[config.mk]
export PLATFORM = sky130hd
export DESIGN_NAME = circ_sqrt
export DESIGN_NICKNAME = d
export VERILOG_FILES = /design/src/rtl/circ_pkg.sv /design/src/rtl/circ_sqrt.sv
export SDC_FILE = /design/constraint.sdc
export NUM_CORES = 2
export LEC_CHECK = 0
export BUFFER_PORTS_ARGS = -buffer_cell sky130_fd_sc_hd__buf_2
export CAP_MARGIN = 20
export CORE_AREA = 5 5 580 582
export CTS_CLUSTER_SIZE = 20
export DETAILED_ROUTE_END_ITERATION = 16
export DIE_AREA = 0 0 585 587
export PLACE_DENSITY = 0.76
export SLEW_MARGIN = 20
export SYNTH_ARGS = -nofsm -noshare
export SYNTH_HDL_FRONTEND = slang
export SYNTH_SLANG_ARGS = --single-unit
[constraint.sdc]
create_clock -name clk -period 2.95 [get_ports clk]
set_input_delay 0.1475 -clock clk [delete_from_list [all_inputs] [get_ports clk]]
set_output_delay 0.1475 -clock clk [all_outputs]
set_load 0.01 [all_outputs]
[src/rtl/circ_pkg.sv]
// Shared constants and types for the circumcircle pipeline.
// No dependencies; used by circ_sqrt, the top level and the testbench.
`timescale 1ns / 1ps

package circ_pkg;

    // default geometry of the datapath
    localparam int COORD_WIDTH_DEF   = 16;
    localparam int FRACTION_BITS_DEF = 8;

    // fixed field widths
    localparam int TOL_W = 16;
    localparam int OUT_W = 32;
    localparam int RAD_W = 32;
    localparam int SQ_W  = 64;

    // result status codes
    typedef enum logic [1:0] {
        ST_OK        = 2'd0,
        ST_POINT     = 2'd1,
        ST_COLLINEAR = 2'd2,
        ST_SAT       = 2'd3
    } status_t;

endpackage

[src/rtl/circ_sqrt.sv]
// Pipelined integer square root, 64-bit operand to 32-bit floor root.
// One result bit per stage; uses circ_pkg widths.
`timescale 1ns / 1ps

module circ_sqrt #(
    parameter int TAG_W = 68
) (
    input  logic                      clk,
    input  logic                      rst_n,
    input  logic                      adv,
    input  logic                      in_v,
    input  logic [circ_pkg::SQ_W-1:0] operand,
    input  logic [TAG_W-1:0]          tag_in,
    output logic                      out_v,
    output logic [circ_pkg::RAD_W-1:0] root,
    output logic [TAG_W-1:0]          tag_out
);

    localparam int SQ_W  = circ_pkg::SQ_W;
    localparam int RAD_W = circ_pkg::RAD_W;

    logic             v_s   [0:RAD_W];
    logic [SQ_W-1:0]  x_s   [0:RAD_W];
    logic [SQ_W-1:0]  res_s [0:RAD_W];
    logic [TAG_W-1:0] tag_s [0:RAD_W];

    assign v_s[0]   = in_v;
    assign x_s[0]   = operand;
    assign res_s[0] = '0;
    assign tag_s[0] = tag_in;

    for (genvar k = 0; k < RAD_W; k++) begin : g_stage
        localparam logic [SQ_W-1:0] BIT = SQ_W'(1) << (2 * (RAD_W - 1 - k));
        logic             v_reg;
        logic [SQ_W-1:0]  x_reg, res_reg, x_next, res_next, trial;

        // try the next root bit
        always_comb
        begin
            trial = res_s[k] + BIT;
            if (x_s[k] >= trial)
            begin
                x_next   = x_s[k] - trial;
                res_next = (res_s[k] >> 1) + BIT;
            end
            else
            begin
                x_next   = x_s[k];
                res_next = res_s[k] >> 1;
            end
        end

        always_ff @(posedge clk or negedge rst_n)
        begin
            if (!rst_n)
                v_reg <= 1'b0;
            else if (adv)
                v_reg <= v_s[k];
        end

        logic [TAG_W-1:0] tag_reg;
        always_ff @(posedge clk)
        begin
            if (adv)
            begin
                x_reg   <= x_next;
                res_reg <= res_next;
                tag_reg <= tag_s[k];
            end
        end

        assign v_s[k+1]   = v_reg;
        assign x_s[k+1]   = x_reg;
        assign res_s[k+1] = res_reg;
        assign tag_s[k+1] = tag_reg;
    end

    assign out_v   = v_s[RAD_W];
    assign root    = res_s[RAD_W][RAD_W-1:0];
    assign tag_out = tag_s[RAD_W];

endmodule

==> Yosys cells after proc, flatten, opt, wreduce, memory -nomap -nowiden <==
Cells that the tools add are included.
{ "word_totals": {"ff_bits": 6208, "inputBits": 136, "out_inout_bits": 101} }
{ "classes": {"n_addsub": 93, "order_cmp": 32, "n_mux": 63} }
{ "op_table": {"columns": ["op", "count"], "rows": [
  ["$ge A64 B64 Y1", 31],
  ["$mux W64", 31],
  ["$mux W63", 31],
  ["$sub A64 B64 Y64", 30],
  ["$add A63 B11 Y64 const B", 1],
  ["$add A63 B13 Y64 const B", 1],
  ["$add A63 B15 Y64 const B", 1],
  ["$add A63 B17 Y64 const B", 1],
  ["$add A63 B19 Y64 const B", 1],
  ["$add A63 B21 Y64 const B", 1],
  ["$add A63 B23 Y64 const B", 1],
  ["$add A63 B25 Y64 const B", 1],
  ["$add A63 B27 Y64 const B", 1],
  ["$add A63 B29 Y64 const B", 1],
  ["$add A63 B3 Y64 const B", 1],
  ["$add A63 B31 Y64 const B", 1],
  ["$add A63 B33 Y64 const B", 1],
  ["$add A63 B35 Y64 const B", 1],
  ["$add A63 B37 Y64 const B", 1],
  ["$add A63 B39 Y64 const B", 1],
  ["$add A63 B41 Y64 const B", 1],
  ["$add A63 B43 Y64 const B", 1],
  ["$add A63 B45 Y64 const B", 1],
  ["$add A63 B47 Y64 const B", 1],
  ["45 further kinds", 45]
]} }

==> Logic depth before layout (Yosys ltp) <==
{ "depth": {"depth_word": 3, "depth_mapped": 15} }

==> Worst setup path before layout <==
Ideal clock, no wire load.
{ "synth_timing": {"kind": "register -> register", "start": "reg g_stage[10].x_reg[42]", "end": "reg g_stage[11].x_reg[57], data pin", "arrival_ns": 2.986, "required_time_ns": 2.677, "slack_ns": -0.309, "stages_incl_launch_ff": 12, "n_path_buf": 0, "period_less_slack_ns": 3.259, "path_cell_list": "edfxtp_1 ha_1 nor2b_1 o21ai_0 a21boi_0 o21ai_0 a21oi_1 a2111oi_0 nand3_1 nand3b_1 nor4b_1 xor2_1"} }
{ "synth_via": {"elab_chain_cells": 2, "word_cells_on_any_way": 3, "cone_classes": "1 x add/sub; 1 x order compare; 1 x mux"} }
{ "synth_lines": {"columns": ["element", "line_no", "source"], "rows": [
  ["start: declaration", "circ_sqrt.sv:35", "logic [SQ_W-1:0] x_reg, res_reg, x_next, res_next, trial;"],
  ["start signal: assignment", "circ_sqrt.sv:66", "x_reg <= x_next;"],
  ["$sub A64 B64 Y64 or $ge A64 B64 Y1 (tied branches)", "circ_sqrt.sv:43, circ_sqrt.sv:41", null],
  ["$mux W64 *", "circ_sqrt.sv:41", "if (x_s[k] >= trial)"],
  ["via g_stage[11].x_next[57]", "circ_sqrt.sv:35", null],
  ["end signal: assignment", "circ_sqrt.sv:66", null],
  ["end: declaration", "circ_sqrt.sv:35", null]
]} }
Mark *: on every way through the listed nets, which the timed path passes. The rest lies on a longest branch.
A chain may end at the register's enable or synchronous reset.

==> Worst setup path after layout <==
{ "layout_timing": {"start": "reg g_stage[17].x_reg[10]", "end": "reg g_stage[18].x_reg[55], data pin"} }
{ "layout_via": {"elab_chain_cells": 2, "word_cells_on_any_way": 3, "cone_classes": "1 x add/sub; 1 x order compare; 1 x mux"} }
{ "layout_lines": {"columns": ["element", "line_no"], "rows": [
  ["start: declaration", "circ_sqrt.sv:35"],
  ["start signal: assignment", "circ_sqrt.sv:66"],
  ["$sub A64 B64 Y64 or $ge A64 B64 Y1 (tied branches)", "circ_sqrt.sv:43, circ_sqrt.sv:41"],
  ["$mux W64 *", "circ_sqrt.sv:41"],
  ["via g_stage[18].x_next[55]", "circ_sqrt.sv:35"],
  ["end signal: assignment", "circ_sqrt.sv:66"],
  ["end: declaration", "circ_sqrt.sv:35"]
]} }
Marked as above.

==> results_dict.tcl <==
set metrics [dict create \
    vias 115600 \
    clk_latency_ns 0.99 \
    grt_max_degree 128 \
    powerDensity_mw_per_mm2 755.0 \
    status "finished, violations left" \
    h-tree-depth 5 \
    die_y_um 587 \
    die_x_um 585 \
    rows 211 \
    drtPass1Iterations 8 \
    finalCritPeriodShare_pct 117.0 \
    largest_reg_flops 2108 \
    p_leak_nw 93.73 \
    cts_buffer_depth 4 \
    arrival_ns 4.24 \
    worst_slew_pin_slew_ns 0.8948 \
    overflow 0 \
    dp_cells 18720 \
    fin_util_pct 74.33 \
    post_dp_cell_area_mm2 0.2139 \
    place_congestion 0.9672 \
    final_hold_viol_count 0 \
    synth_seq_area_share_pct 75.63 \
    ys.flop_type "edfxtp_1" \
    cts.sinks 4720 \
    dieArea_mm2 0.3434 \
    antenna_found_initial 26 \
    drc_errors 0 \
    grt_pass1_wl_mm 672.3 \
    dp_slack_ns -0.8274 \
    ant_nets 0 \
    ys_seq_elements 4720 \
    synth_nets 12520 \
    finalSetupViolCount 682 \
    slew_viol_final 0 \
    synth_top_area_share_pct 75.20 \
    drive_above_1_share_pct 33.26 \
    timing.final.ws_setup_ns -0.5005 \
    synth_enable_flop_cells 4688 \
    portBuffers 236 \
    grt_use_total_pct 25.26 \
    io_pins 237 \
    fin_area_mm2 0.2451 \
    synthArstFlopShare_pct 0.6780 \
    cap_violations 0 \
    path_class "register to register" \
    syn2layout_area_growth_pct 30.93 \
    start_util_pct 56.77 \
    fin_crit_ns 3.451 \
    ir_worst_vdd_uv 682.2 \
    violations "negative setup slack" \
    endpoint_kind "register" \
    grt_pass1_vias 114700 \
    cts-buffers-inserted 455 \
    hold_class "input pin to register" \
    synth_area_mm2 0.1872 \
    multiInputGateArea_mm2 0.05107 \
    setup_tns_ns -153.00 \
    core_mm2 0.3297 \
    hpwl_mm 302.4 \
    register_area_mm2 0.1416 \
    nets 16250 \
    drt_iter0_drc 10940 \
    crit_fanout 2 \
    wire_per_inst_um 23.04 \
    fmax_ghz 0.2898 \
    yosysUniqueCellTypes 110 \
    cts_tree "done" \
    hold-worst-slack_ns 0.1414 \
    clock_skew_ns 0.07673 \
    clk_pin_slew_ns 0.07 \
    viasPerCell 5.686 \
    synthCells 11820 \
    avgSynthCellArea_um2 15.83 \
    synthTopCellsByArea "edfxtp_1, ha_1, xnor2_1" \
    slew_headroom_pct 40.23 \
    rsz0062_at_grt "yes" \
    synth_top_area_cell "edfxtp_1" \
    totalWireLength_mm 468.3 \
    cp-start-kind "register" \
    ys_warn_count 0 \
    final_cells 20320 \
    root_buffer "clkbuf_16" \
    crit_required_ns 3.74 \
    num-fill-cells 19080 \
    finalPower_mw 185.1 \
]
## final timing paths
check | start | endpoint | slack [ns] | depth (start not counted)
max in group asynchronous | rst_n | g_stage[13].v_reg$_DFFE_PN0P_ | 2.56 | 4
worst min-delay path | operand[62] | g_stage[0].x_reg[62]$_DFFE_PP_ | 0.14 | 4
worst max register to register | g_stage[17].x_reg[10]$_DFFE_PP_ | g_stage[18].x_reg[55]$_DFFE_PP_ | -0.50 | 10
worst min register to register | g_stage[29].tag_reg[25]$_DFFE_PP_ | g_stage[30].tag_reg[25]$_DFFE_PP_ | 0.39 | 0
min in group asynchronous | rst_n | g_stage[30].v_reg$_DFFE_PN0P_ | 0.20 | 4
worst max-delay path | g_stage[17].x_reg[10]$_DFFE_PP_ | g_stage[18].x_reg[55]$_DFFE_PP_ | -0.50 | 10
## cells by family (layout without fill, tap and decap cells)
kind of cell / count (synthesis) / count (layout) / share of synthesized area [%]
compound gates: 1806 / 1806 / 6.008
xor+xnor: 888 / 888 / 4.155
fa+ha+maj: 558 / 558 / 3.730
buf+inv: 875 / 4991 / 1.804
flops: 4720 / 4720 / 75.63
mux: 122 / 122 / 0.7285
other cells: 0 / 18 / 0
simple gates: 2854 / 2854 / 7.948
## layout by cell type, fill, tap and decap left out, types with 57 or more instances in the layout
master	n
a21o_1	251
a21oi_1	483
a21oi_2	127
buf_12	127
buf_2	235
buf_4	2608
buf_6	159
bufinv_16	57
clkbuf_1	64
clkbuf_16	496
clkinv_1	98
clkinv_2	83
dlygate4sd3_1	271
edfxtp_1	4688
ha_1	420
ha_4	124
inv_1	633
mux2_2	94
nand2_1	520
nand2b_1	99
nand3_1	115
nand4_1	166
nor2_1	511
nor2_4	91
nor2b_1	65
nor3_1	194
nor4_1	237
o21a_1	107
o21ai_0	284
o21ai_2	70
or3_1	68
xnor2_1	436
xor2_1	379
## Yosys cell counts (114+ instances only)
| cell type | n |
|---|---|
| a21o_1 | 252 |
| a21oi_1 | 627 |
| clkbuf_1 | 134 |
| edfxtp_1 | 4688 |
| ha_1 | 558 |
| inv_1 | 681 |
| nand2_1 | 603 |
| nand2b_1 | 114 |
| nand3_1 | 166 |
| nand4_1 | 166 |
| nor2_1 | 654 |
| nor3_1 | 277 |
| nor4_1 | 324 |
| o21ai_0 | 420 |
| xnor2_1 | 487 |
| xor2_1 | 401 |
## critical path, stage by stage (launching register included)
cell and delay, ns:
edfxtp_1 0.42, or4_4 0.54, or4_4 0.44, nor3_4 0.28
a21oi_4 0.11, nand2_2 0.09, nor3_4 0.05, or4_4 0.53
or3_4 0.38, nor4_4 0.18, xor2_1 0.23
## where the power goes
part           total, mW  leakage, nW  switching [mW]  internal (mW)
sequential          86.6         45.9            4.58           82.1
clock               58.8         7.32            25.1           33.6
combinational       39.6         40.5            20.3           19.3
total                185         93.7            50.0            135
## per-layer routing
layer	vias to the layer above	routed length, µm	GRT usage, %
li1	52560	-	-
met1	56810	179500	32.96
met2	4772	234700	42.66
met3	1414	27870	3.485
met4	6	26080	11.07
met5	-	34	0
## timing repair
| item | CTS | global route |
|---|---|---|
| hold buffers | 272 | 0 |
| cloned | 8 | 46 |
| resized for setup | 484 | 1405 |
| endpoints found under the setup margin | 907 | 979 |
| pin swaps | 203 | 553 |
| hold endpoints to repair | 851 | 0 |
| setup buffers | 120 | 356 |
## area by class of cell
cell class,count,area share (%)
Clock buffer,524,4.795
Clock inverter,314,1.359
Antenna cell,18,0.01838
Timing Repair Buffer,3467,11.93
Tap cell,4366,2.229
Sequential cell,4720,57.76
Inverter,686,1.066
Multi-Input combinational cell,6228,20.84
Power figures use the tool's default switching activity.
